`config.mk`:
```
export PLATFORM = sky130hd
export DESIGN_NAME = handle_pool_allocator
export DESIGN_NICKNAME = d
export VERILOG_FILES = /design/src/design/hpa_pkg.sv /design/src/design/hpa_ram.sv /design/src/design/hpa_ctrl.sv /design/src/design/hpa_datapath.sv /design/src/design/handle_pool_allocator.sv
export SDC_FILE = /design/constraint.sdc
export NUM_CORES = 1
export LEC_CHECK = 0
export ABC_AREA = 1
export ABC_CLOCK_PERIOD_IN_PS = 3100
export BUFFER_PORTS_ARGS = -buffer_cell sky130_fd_sc_hd__buf_2
export CAP_MARGIN = 0
export CORE_ASPECT_RATIO = 0.7
export CORE_MARGIN = 3
export CORE_UTILIZATION = 55
export DETAILED_ROUTE_END_ITERATION = 12
export GPL_TIMING_DRIVEN = 0
export PLACE_DENSITY = 0.87
export SETUP_SLACK_MARGIN = 0.2
export SLEW_MARGIN = 5
export SYNTH_ARGS = -nofsm -noshare
export SYNTH_HDL_FRONTEND = slang
export SYNTH_SLANG_ARGS = --single-unit
```
`constraint.sdc`:
```
create_clock -name clk -period 3.1 [get_ports clk]
set_clock_uncertainty 0.2 [all_clocks]
set_input_delay 0.465 -clock clk [delete_from_list [all_inputs] [get_ports clk]]
set_output_delay 0.465 -clock clk [all_outputs]
set_load 0.01 [all_outputs]
```
`src/design/hpa_pkg.sv`:
```
// shared types and codes for the handle pool allocator
// no dependencies; imported by the controller, the datapath and the top level
package hpa_pkg;

  typedef enum logic [1:0] {
    ST_GRANTED  = 2'd0,
    ST_INSUFF   = 2'd1,
    ST_RELEASED = 2'd2,
    ST_NOT_USED = 2'd3
  } status_t;

  localparam logic OP_REQUEST = 1'b0;
  localparam logic OP_RELEASE = 1'b1;

  // register index of pool_size
  localparam logic REG_POOL_SIZE = 1'b0;

  typedef struct packed {
    logic load;
    logic free_rd;
    logic grant;
    logic insuff;
    logic srch_start;
    logic srch_next;
    logic sh_rd;
    logic sh_wr;
    logic rel;
    logic not_used;
  } ctrl_cmd_t;

  typedef struct packed {
    logic op;
    logic count_zero;
    logic insufficient;
    logic used_empty;
    logic slot_free;
    logic grant_last;
    logic match;
    logic search_end;
    logic shift_end;
  } ctrl_stat_t;

endpackage

```
`src/design/hpa_ram.sv`:
```
// generic simple dual-port ram: one write port, one read port with registered data
// no dependencies
module hpa_ram #(
  parameter int WIDTH = 8,
  parameter int DEPTH = 32
) (
  input  logic                     clk,
  input  logic                     we,
  input  logic [$clog2(DEPTH)-1:0] waddr,
  input  logic [WIDTH-1:0]         wdata,
  input  logic                     re,
  input  logic [$clog2(DEPTH)-1:0] raddr,
  output logic [WIDTH-1:0]         rdata
);

  logic [WIDTH-1:0] mem [DEPTH];

  always_ff @(posedge clk) begin
    if (we) begin
      mem[waddr] <= wdata;
    end
  end

  always_ff @(posedge clk) begin
    if (re) begin
      rdata <= mem[raddr];
    end
  end

endmodule

```
`src/design/hpa_ctrl.sv`:
```
// controller state machine of the handle pool allocator
// depends on hpa_pkg; drives the datapath through ctrl_cmd_t, reads ctrl_stat_t
module hpa_ctrl (
  input  logic               clk,
  input  logic               rst,
  input  logic               in_valid,
  input  hpa_pkg::ctrl_stat_t stat,
  output hpa_pkg::ctrl_cmd_t  cmd,
  output logic               in_stall
);
  import hpa_pkg::*;

  typedef enum logic [2:0] {
    S_IDLE,
    S_DECIDE,
    S_GRANT,
    S_SRCH_CMP,
    S_SH_RD,
    S_SH_WR,
    S_REL_OUT,
    S_MISS_OUT
  } state_t;

  state_t state;
  state_t state_next;

  always_ff @(posedge clk) begin
    if (rst) begin
      state <= S_IDLE;
    end else begin
      state <= state_next;
    end
  end

  always_comb begin
    cmd        = '0;
    state_next = state;
    unique case (state)
      S_IDLE: begin
        if (in_valid) begin
          cmd.load   = 1'b1;
          state_next = S_DECIDE;
        end
      end
      S_DECIDE: begin
        if (stat.op == OP_REQUEST) begin
          priority if (stat.count_zero) begin
            state_next = S_IDLE;
          end else if (stat.insufficient) begin
            if (stat.slot_free) begin
              cmd.insuff = 1'b1;
              state_next = S_IDLE;
            end
          end else begin
            cmd.free_rd = 1'b1;
            state_next  = S_GRANT;
          end
        end else begin
          if (stat.used_empty) begin
            state_next = S_MISS_OUT;
          end else begin
            cmd.srch_start = 1'b1;
            state_next     = S_SRCH_CMP;
          end
        end
      end
      S_GRANT: begin
        if (stat.slot_free) begin
          cmd.grant = 1'b1;
          if (stat.grant_last) begin
            state_next = S_IDLE;
          end else begin
            cmd.free_rd = 1'b1;
          end
        end
      end
      S_SRCH_CMP: begin
        if (stat.match) begin
          if (stat.search_end) begin
            state_next = S_REL_OUT;
          end else begin
            cmd.sh_rd  = 1'b1;
            state_next = S_SH_WR;
          end
        end else begin
          if (stat.search_end) begin
            state_next = S_MISS_OUT;
          end else begin
            cmd.srch_next = 1'b1;
          end
        end
      end
      S_SH_RD: begin
        cmd.sh_rd  = 1'b1;
        state_next = S_SH_WR;
      end
      S_SH_WR: begin
        cmd.sh_wr  = 1'b1;
        state_next = stat.shift_end ? S_REL_OUT : S_SH_RD;
      end
      S_REL_OUT: begin
        if (stat.slot_free) begin
          cmd.rel    = 1'b1;
          state_next = S_IDLE;
        end
      end
      S_MISS_OUT: begin
        if (stat.slot_free) begin
          cmd.not_used = 1'b1;
          state_next   = S_IDLE;
        end
      end
      default: begin
        state_next = S_IDLE;
      end
    endcase
  end

  assign in_stall = (state != S_IDLE);

endmodule

```
`src/design/hpa_datapath.sv`:
```
// datapath of the handle pool allocator: free fifo, used list, counters, result register
// depends on hpa_pkg and hpa_ram; commanded by hpa_ctrl
module hpa_datapath #(
  parameter int POOL_DEPTH = 32
) (
  input  logic                                clk,
  input  logic                                rst,
  input  hpa_pkg::ctrl_cmd_t                  cmd,
  output hpa_pkg::ctrl_stat_t                 stat,
  input  logic                                op_in,
  input  logic [5:0]                          count_in,
  input  logic [4:0]                          handle_in,
  input  logic                                cfg_we,
  input  logic [5:0]                          cfg_wdata,
  output logic [$clog2(POOL_DEPTH+1)-1:0]     pool_size,
  output logic                                out_valid,
  input  logic                                out_stall,
  output logic [4:0]                          granted_handle,
  output logic [1:0]                          status,
  output logic                                last,
  output logic [5:0]                          free_count
);
  import hpa_pkg::*;

  localparam int AW       = $clog2(POOL_DEPTH);
  localparam int CW       = $clog2(POOL_DEPTH + 1);
  localparam int CMPW     = (AW > 5) ? AW : 5;
  localparam int KW       = (CW > 6) ? CW : 6;
  localparam int RESET_PS = (POOL_DEPTH < 32) ? POOL_DEPTH : 32;

  logic            op_q;
  logic [5:0]      count_q;
  logic [4:0]      handle_q;
  logic [5:0]      remain;
  logic [CW-1:0]   free_total;
  logic [CW-1:0]   used_total;
  logic [AW-1:0]   head;
  logic [AW-1:0]   tail;
  logic [AW-1:0]   idx;
  logic [POOL_DEPTH-1:0] init_bits;
  logic            init_q;
  logic [AW-1:0]   head_q;

  logic [AW-1:0]   free_q;
  logic [AW-1:0]   used_q;
  logic [AW-1:0]   free_entry;
  logic [AW-1:0]   used_waddr;
  logic [AW-1:0]   used_wdata;
  logic [AW-1:0]   used_raddr;
  logic [CW-1:0]   ps_new;
  logic [AW-1:0]   tail_new;
  logic            emit;

  function automatic logic [AW-1:0] ptr_inc(input logic [AW-1:0] p);
    return (p == AW'(POOL_DEPTH - 1)) ? '0 : p + AW'(1);
  endfunction

  // free list entries never written since the last refill read as their own slot number
  assign free_entry = init_q ? head_q : free_q;

  assign ps_new   = (KW'(cfg_wdata) > KW'(POOL_DEPTH)) ? CW'(POOL_DEPTH) : CW'(cfg_wdata);
  assign tail_new = (ps_new == CW'(POOL_DEPTH)) ? '0 : AW'(ps_new);

  assign used_waddr = cmd.grant ? AW'(used_total) : idx;
  assign used_wdata = cmd.grant ? free_entry : used_q;
  assign used_raddr = cmd.srch_start ? '0 : idx + AW'(1);

  assign emit = cmd.grant | cmd.insuff | cmd.rel | cmd.not_used;

  hpa_ram #(
    .WIDTH (AW),
    .DEPTH (POOL_DEPTH)
  ) u_free_ram (
    .clk   (clk),
    .we    (cmd.rel),
    .waddr (tail),
    .wdata (AW'(handle_q)),
    .re    (cmd.free_rd),
    .raddr (head),
    .rdata (free_q)
  );

  hpa_ram #(
    .WIDTH (AW),
    .DEPTH (POOL_DEPTH)
  ) u_used_ram (
    .clk   (clk),
    .we    (cmd.grant | cmd.sh_wr),
    .waddr (used_waddr),
    .wdata (used_wdata),
    .re    (cmd.srch_start | cmd.srch_next | cmd.sh_rd),
    .raddr (used_raddr),
    .rdata (used_q)
  );

  always_comb begin
    stat.op           = op_q;
    stat.count_zero   = (count_q == 6'd0);
    stat.insufficient = (KW'(count_q) > KW'(free_total));
    stat.used_empty   = (used_total == '0);
    stat.slot_free    = !out_valid || !out_stall;
    stat.grant_last   = (remain == 6'd1);
    stat.match        = (CMPW'(used_q) == CMPW'(handle_q));
    stat.search_end   = ((CW'(idx) + CW'(1)) == used_total);
    stat.shift_end    = ((CW'(idx) + CW'(2)) == used_total);
  end

  // control state
  always_ff @(posedge clk) begin
    if (rst) begin
      pool_size  <= CW'(RESET_PS);
      free_total <= CW'(RESET_PS);
      used_total <= '0;
      head       <= '0;
      tail       <= (RESET_PS == POOL_DEPTH) ? '0 : AW'(RESET_PS);
      init_bits  <= '1;
      out_valid  <= 1'b0;
    end else begin
      if (cfg_we) begin
        pool_size  <= ps_new;
        free_total <= ps_new;
        used_total <= '0;
        head       <= '0;
        tail       <= tail_new;
        init_bits  <= '1;
      end else begin
        if (cmd.free_rd) begin
          head <= ptr_inc(head);
        end
        if (cmd.grant) begin
          used_total <= used_total + CW'(1);
          free_total <= free_total - CW'(1);
        end
        if (cmd.rel) begin
          tail            <= ptr_inc(tail);
          init_bits[tail] <= 1'b0;
          used_total      <= used_total - CW'(1);
          free_total      <= free_total + CW'(1);
        end
      end
      if (emit) begin
        out_valid <= 1'b1;
      end else if (!out_stall) begin
        out_valid <= 1'b0;
      end
    end
  end

  // payload registers
  always_ff @(posedge clk) begin
    if (cmd.load) begin
      op_q     <= op_in;
      count_q  <= count_in;
      handle_q <= handle_in;
      remain   <= count_in;
    end else if (cmd.grant) begin
      remain <= remain - 6'd1;
    end
    if (cmd.free_rd) begin
      init_q <= init_bits[head];
      head_q <= head;
    end
    if (cmd.srch_start) begin
      idx <= '0;
    end else if (cmd.srch_next || cmd.sh_wr) begin
      idx <= idx + AW'(1);
    end
    if (cmd.grant) begin
      granted_handle <= 5'(free_entry);
      status         <= ST_GRANTED;
      last           <= stat.grant_last;
      free_count     <= 6'(free_total - CW'(1));
    end else if (cmd.insuff) begin
      granted_handle <= 5'd0;
      status         <= ST_INSUFF;
      last           <= 1'b1;
      free_count     <= 6'(free_total);
    end else if (cmd.rel) begin
      granted_handle <= handle_q;
      status         <= ST_RELEASED;
      last           <= 1'b1;
      free_count     <= 6'(free_total + CW'(1));
    end else if (cmd.not_used) begin
      granted_handle <= handle_q;
      status         <= ST_NOT_USED;
      last           <= 1'b1;
      free_count     <= 6'(free_total);
    end
  end

`ifndef SYNTHESIS
  a_conserve: assert property (@(posedge clk) disable iff (rst)
    ((CW+1)'(free_total) + (CW+1)'(used_total)) == (CW+1)'(pool_size))
    else $error("free and used totals do not add up to pool size");

  a_free_bound: assert property (@(posedge clk) disable iff (rst)
    free_total <= CW'(POOL_DEPTH))
    else $error("free total above pool depth");

  a_emit_slot: assert property (@(posedge clk) disable iff (rst)
    emit |-> (!out_valid || !out_stall))
    else $error("result written while previous result is held");

  a_emit_one: assert property (@(posedge clk) disable iff (rst)
    $onehot0({cmd.grant, cmd.insuff, cmd.rel, cmd.not_used}))
    else $error("more than one result source in one cycle");
`endif

endmodule

```
`src/design/handle_pool_allocator.sv`:
```
// handle pool allocator top level: apb register port, controller and datapath
// depends on hpa_pkg, hpa_ctrl, hpa_datapath (and hpa_ram through the datapath)
//
// usage
//   input channel (in_valid/in_stall): op, count, handle. a request asks for count
//   handles all or nothing; a release returns one handle.
//   output channel (out_valid/out_stall): granted_handle, status, last, free_count.
//   a granted request gives count results, the final one with last set; every
//   other request gives one result. a request with count zero gives none.
//   a request of n handles reads one handle per cycle from the free fifo ram while
//   the output register is free to take it. a release of the handle at position
//   k of u used entries does a used-list ram scan of one entry per cycle, then a
//   compaction of the u-1-k entries behind it, each read and then written back
//   one place lower. a miss scans all u entries.
//   a new request is taken whenever the previous one is done, even while its
//   last result still waits in the output register; while out_stall is high the
//   result holds and the block waits before writing the next one.
//   reset: pool_size becomes 32 (capped at POOL_DEPTH), free fifo holds handles
//   0 upward, used list empty. writing pool_size (address 0) does the same refill.
module handle_pool_allocator #(
  parameter int POOL_DEPTH = 32
) (
  input  logic        clk,
  input  logic        rst,
  input  logic        in_valid,
  output logic        in_stall,
  input  logic        op,
  input  logic [5:0]  count,
  input  logic [4:0]  handle,
  output logic        out_valid,
  input  logic        out_stall,
  output logic [4:0]  granted_handle,
  output logic [1:0]  status,
  output logic        last,
  output logic [5:0]  free_count,
  input  logic        psel,
  input  logic        penable,
  input  logic        pwrite,
  input  logic [2:0]  paddr,
  input  logic [31:0] pwdata,
  output logic [31:0] prdata,
  output logic        pready
);
  import hpa_pkg::*;

  localparam int CW = $clog2(POOL_DEPTH + 1);

  ctrl_cmd_t     cmd;
  ctrl_stat_t    stat;
  logic          cfg_we;
  logic [CW-1:0] pool_size;

  assign pready = 1'b1;
  assign cfg_we = psel && penable && pwrite && pready && (paddr[2] == REG_POOL_SIZE);
  assign prdata = (paddr[2] == REG_POOL_SIZE) ? 32'(pool_size) : 32'd0;

  hpa_ctrl u_ctrl (
    .clk      (clk),
    .rst      (rst),
    .in_valid (in_valid),
    .stat     (stat),
    .cmd      (cmd),
    .in_stall (in_stall)
  );

  hpa_datapath #(
    .POOL_DEPTH (POOL_DEPTH)
  ) u_datapath (
    .clk            (clk),
    .rst            (rst),
    .cmd            (cmd),
    .stat           (stat),
    .op_in          (op),
    .count_in       (count),
    .handle_in      (handle),
    .cfg_we         (cfg_we),
    .cfg_wdata      (pwdata[5:0]),
    .pool_size      (pool_size),
    .out_valid      (out_valid),
    .out_stall      (out_stall),
    .granted_handle (granted_handle),
    .status         (status),
    .last           (last),
    .free_count     (free_count)
  );

endmodule
```
==> run summary <==
* 55080 um — wire length reported by the detailed router
* 35020 um^2 — core area
* 19750 um^2 — cell area after technology mapping
* 6 — TritonRoute pass-1 iters
* 437 — CTS Sinks
* 1.035 — routability-driven placement congestion ratio
* 55.64% — fraction of post-synthesis cell area in the top cell type by area
* 43 — number of buffers inserted during clock tree synthesis
* sky130_fd_sc_hd__edfxtp_1 56%, sky130_fd_sc_hd__dfxtp_1 7.2%, sky130_fd_sc_hd__nand2_1 6.4% — top cells by area in the synthesized netlist
* 28.41 ps — Worst Hold Margin
* 95.89% — final clock period utilization by the worst path
* 0.01289 W — Cell Int Power
* 14.90% — proportion of layout cells with a drive suffix above 1
* 966.3 nW/um^2 — power density over the cells
* sky130_fd_sc_hd__edfxtp_1 — Synth area leader
* 0 — count of final max-slew check failures
* sky130_fd_sc_hd__nor2_2 — cell with the biggest individual delay on the critical path
* 437 — post-synthesis sequential element count
* nand2_2 -> inv_4 -> nor2_4 -> inv_2 -> buf_4 -> nand2_1 -> o21ai_1 -> inv_1 -> nand3_4 -> nor2_2 — cell breakdown of the critical path
* 3 — hold-critical path depth
* 2665 — Initial DRC Count
* 164.6 um — vertical extent of the die
* 41.04% — fraction of power spent switching nets
* 62.83% — fraction of the yosys area taken by sequential cells
* sky130_fd_sc_hd__edfxtp_1 — most common cell after layout, fill and taps aside
* u_datapath.u_used_ram.mem[18][0] — worst r2r dst
* u_datapath.out_valid — startpoint of the worst register-to-register path
* sky130_fd_sc_hd__clkbuf_16 — CTS Root Buffer Type
* 0.008971 W — Net Switching
* 0 — final setup violating endpoints
* 14871 — number of global-route vias before repair
* in -> reg — type of the most critical hold path
* 0 — total congestion overflow after global routing
* 2457 — count of placed standard cells including taps
* 82280 um — first-pass GRT wire length
* flip-flop — Critical Path Sink Type
* 130 ps — Worst R2R Setup Slack
* 0 — number of failing hold endpoints at the final stage
* 21.57 um — Avg WL per Cell
* 10.33 um^2 — mean post-synth cell area
* 370 ps — delay of the slowest cell on the worst path
* 0 — n_diodes
* 23.6% — Clock Power Share
* 2980 ps — Arrival @ worst endpoint
* 0.6334 mV — VDD IR max
* 2439 — filler cell count in the final layout
* 1 — antenna violations before repair
* 103 — num ports
* 10 — critical path peak fanout
* 27.85% — Total GRT Usage
* 8.607 nW — standby leakage power
* true — unrepaired setup endpoints after global routing
* 35 — pin count of the biggest net entering global routing
* 0 — # DRC
* reg -> reg — worst setup path class
* finished clean — run status
* 10.08% — tightest slew margin relative to the limit
* 10 — number of cell instances on the worst register-to-register path
* 0 — number of routed nets with antenna violations
* 1912 — number of instances in the synthesized netlist
* pwdata[5] — Hold Path Origin
* done — clock tree from TritonCTS
* 2973 ps — final period demand of the worst path
* 2 — level count of the clock H-tree
* 560 ps — clock latency on the worst-skew pair
* 22620 um^2 — Non-Filler Cell Area, Final
* 36640 um — HPWL Detailed
* 56.41% — initial core utilization
* 60 ps — clock input transition at the sequential cells of the worst setup and hold paths
* flip-flop — type of origin of the critical path
* 232.5 um — Die W
* 0 — Synth warnings
* 3 — number of buffers between clock root and the deepest sink
* u_datapath.pool_size[5] — Min-Delay Endpoint
* 366 x sky130_fd_sc_hd__edfxtp_1, 329 x sky130_fd_sc_hd__nand2_1, 233 x sky130_fd_sc_hd__nand3_1, 166 x sky130_fd_sc_hd__inv_1, 150 x sky130_fd_sc_hd__nor2_1 — most frequent cells in the layout
* 48 — number of distinct library cell variants in the gate-level netlist after synthesis
* 2553 — final std cells w/o fill
* 38260 um^2 — overall die area
* 20710 um^2 — cell area after placement
* 57 — Core Rows
* 39.9% — Comb pwr share
* 336.4 MHz — timing-limited maximum frequency
* 1349 ps — actual slew at the worst max-slew pin
* 15901 — number of vias after detailed routing
* 3110 ps — data required time at the worst endpoint
* 6.228 — via density per instance
* 14.52% — Synth-to-Final Area Change
* 0 — max cap viols
* 36.5% — sequential cell fraction of total power
* 2126 — Net count, final
* 47 — count of buffers inserted at the top-level ports
[critical path: cells and delay by family, from the launching register on]
family | cells | cell delay (ps)
compound gates | 1 | 200
buf+inv | 4 | 680
flops | 1 | 340
simple gates | 5 | 1220
[power by group through the flow]
| stage | sequential (W) | combinational [W] | clock [W] |
|---|---|---|---|
| after floorplan | 0.00793 | 0.00509 | 0 |
| after CTS | 0.00796 | 0.00791 | 0.00515 |
| final | 0.00797 | 0.00872 | 0.00517 |
| after global routing | 0.00801 | 0.00924 | 0.00541 |
| after detailed placement | 0.00810 | 0.00774 | 0 |
| after global placement | 0.00810 | 0.00740 | 0 |
[worst max-delay path by stage]
stage	start	endpoint
after floorplan	u_datapath.free_total[2]	u_datapath.free_count[0]
after global placement	out_stall	u_datapath.u_used_ram.mem[13][4]
after detailed placement	out_stall	u_datapath.u_used_ram.mem[8][0]
after CTS	u_datapath.out_valid	u_datapath.u_used_ram.mem[20][4]
after global routing	u_datapath.out_valid	u_datapath.u_used_ram.mem[8][0]
final	u_datapath.out_valid	u_datapath.u_used_ram.mem[18][0]
[final cells by class]
class                           count  area, um^2  share of cell area [%]
Clock inverter                     17       146.4                  0.6471
Tap cell                          472       590.6                   2.610
Timing Repair Buffer               64       432.9                   1.914
Inverter                          177       669.4                   2.959
Sequential cell                   437       12410                   54.86
Multi-Input combinational cell   1201        6465                   28.58
Buffer                            122       663.1                   2.931
Clock buffer                       63        1244                   5.497
[kinds of logic after synthesis]
group / count (synthesis) / share of synthesized area, %
AOI/OAI and AO/OA: 263 / 8.209
muxes: 6 / 0.3357
DFF: 437 / 62.83
buffers and inverters: 299 / 6.676
adders and majority gates: 26 / 1.685
other: 2 / 0.03802
xor gates and xnor gates: 27 / 1.197
and+or+nand+nor: 852 / 19.03
[registers in the layout (all words and copies together) (netlist names), 2 cells and up]
register	flops
u_ctrl.state	3
u_datapath.count_q	6
u_datapath.free_count	6
u_datapath.free_total	6
u_datapath.granted_handle	5
u_datapath.handle_q	5
u_datapath.head	5
u_datapath.head_q	5
u_datapath.idx	5
u_datapath.init_bits	32
u_datapath.pool_size	6
u_datapath.remain	6
u_datapath.status	2
u_datapath.tail	5
u_datapath.u_free_ram.mem	160
u_datapath.u_free_ram.rdata	5
u_datapath.u_used_ram.mem	160
u_datapath.u_used_ram.rdata	5
u_datapath.used_total	6
[routing by layer]
layer | GRT usage [%] | wire [um]
met3 | 9.931 | 9522
met2 | 38.88 | 22700
met1 | 40.12 | 20710
met4 | 10.32 | 2133
met5 | 0 | 13
[timing repair]
action / CTS / global route
endpoints found under the hold margin: 12 / 0
pin swaps: 0 / 1
setup endpoints to repair: 335 / 484
gates resized for setup: 30 / 76
buffers inserted: 0 / 4
hold buffers: 12 / 0
[cell usage after synthesis, drive strengths merged]
| cell type | instances |
|---|---|
| nand3 | 239 |
| ha | 25 |
| o31ai | 3 |
| xor2 | 17 |
| nor3 | 6 |
| nand2 | 343 |
| nor2 | 197 |
| buf | 69 |
| nand3b | 25 |
| mux2i | 1 |
| a221oi | 1 |
| o221ai | 26 |
| o221a | 2 |
| xnor2 | 10 |
| inv | 174 |
| edfxtp | 366 |
| a32oi | 1 |
| a211oi | 4 |
| o41ai | 1 |
| a31o | 5 |
| a21o | 1 |
| o2111ai | 27 |
| fa | 1 |
| nand4 | 8 |
| or2 | 33 |
| conb | 2 |
| nor2b | 1 |
| o21ai | 131 |
| a21oi | 35 |
| o21bai | 1 |
| clkbuf | 53 |
| a31oi | 13 |
| dfxtp | 71 |
| mux2 | 5 |
| o211ai | 5 |
| o22ai | 7 |
| clkinv | 3 |
[through the flow]
step | TNS (ps) | total power [W] | utilization (%) | setup WS [ps]
after detailed placement | -73320 | 0.01585 | 59.15 | -465.6
after floorplan | 0 | 0.01302 | - | 548.9
after CTS | -51.32 | 0.02102 | 63.71 | -10.39
final | 0 | 0.02186 | 64.61 | 127.4
after global routing | 0 | 0.02266 | 64.61 | 65.94
after global placement | -109970 | 0.01549 | 59.04 | -1188
(Power assumes the default switching activity.)
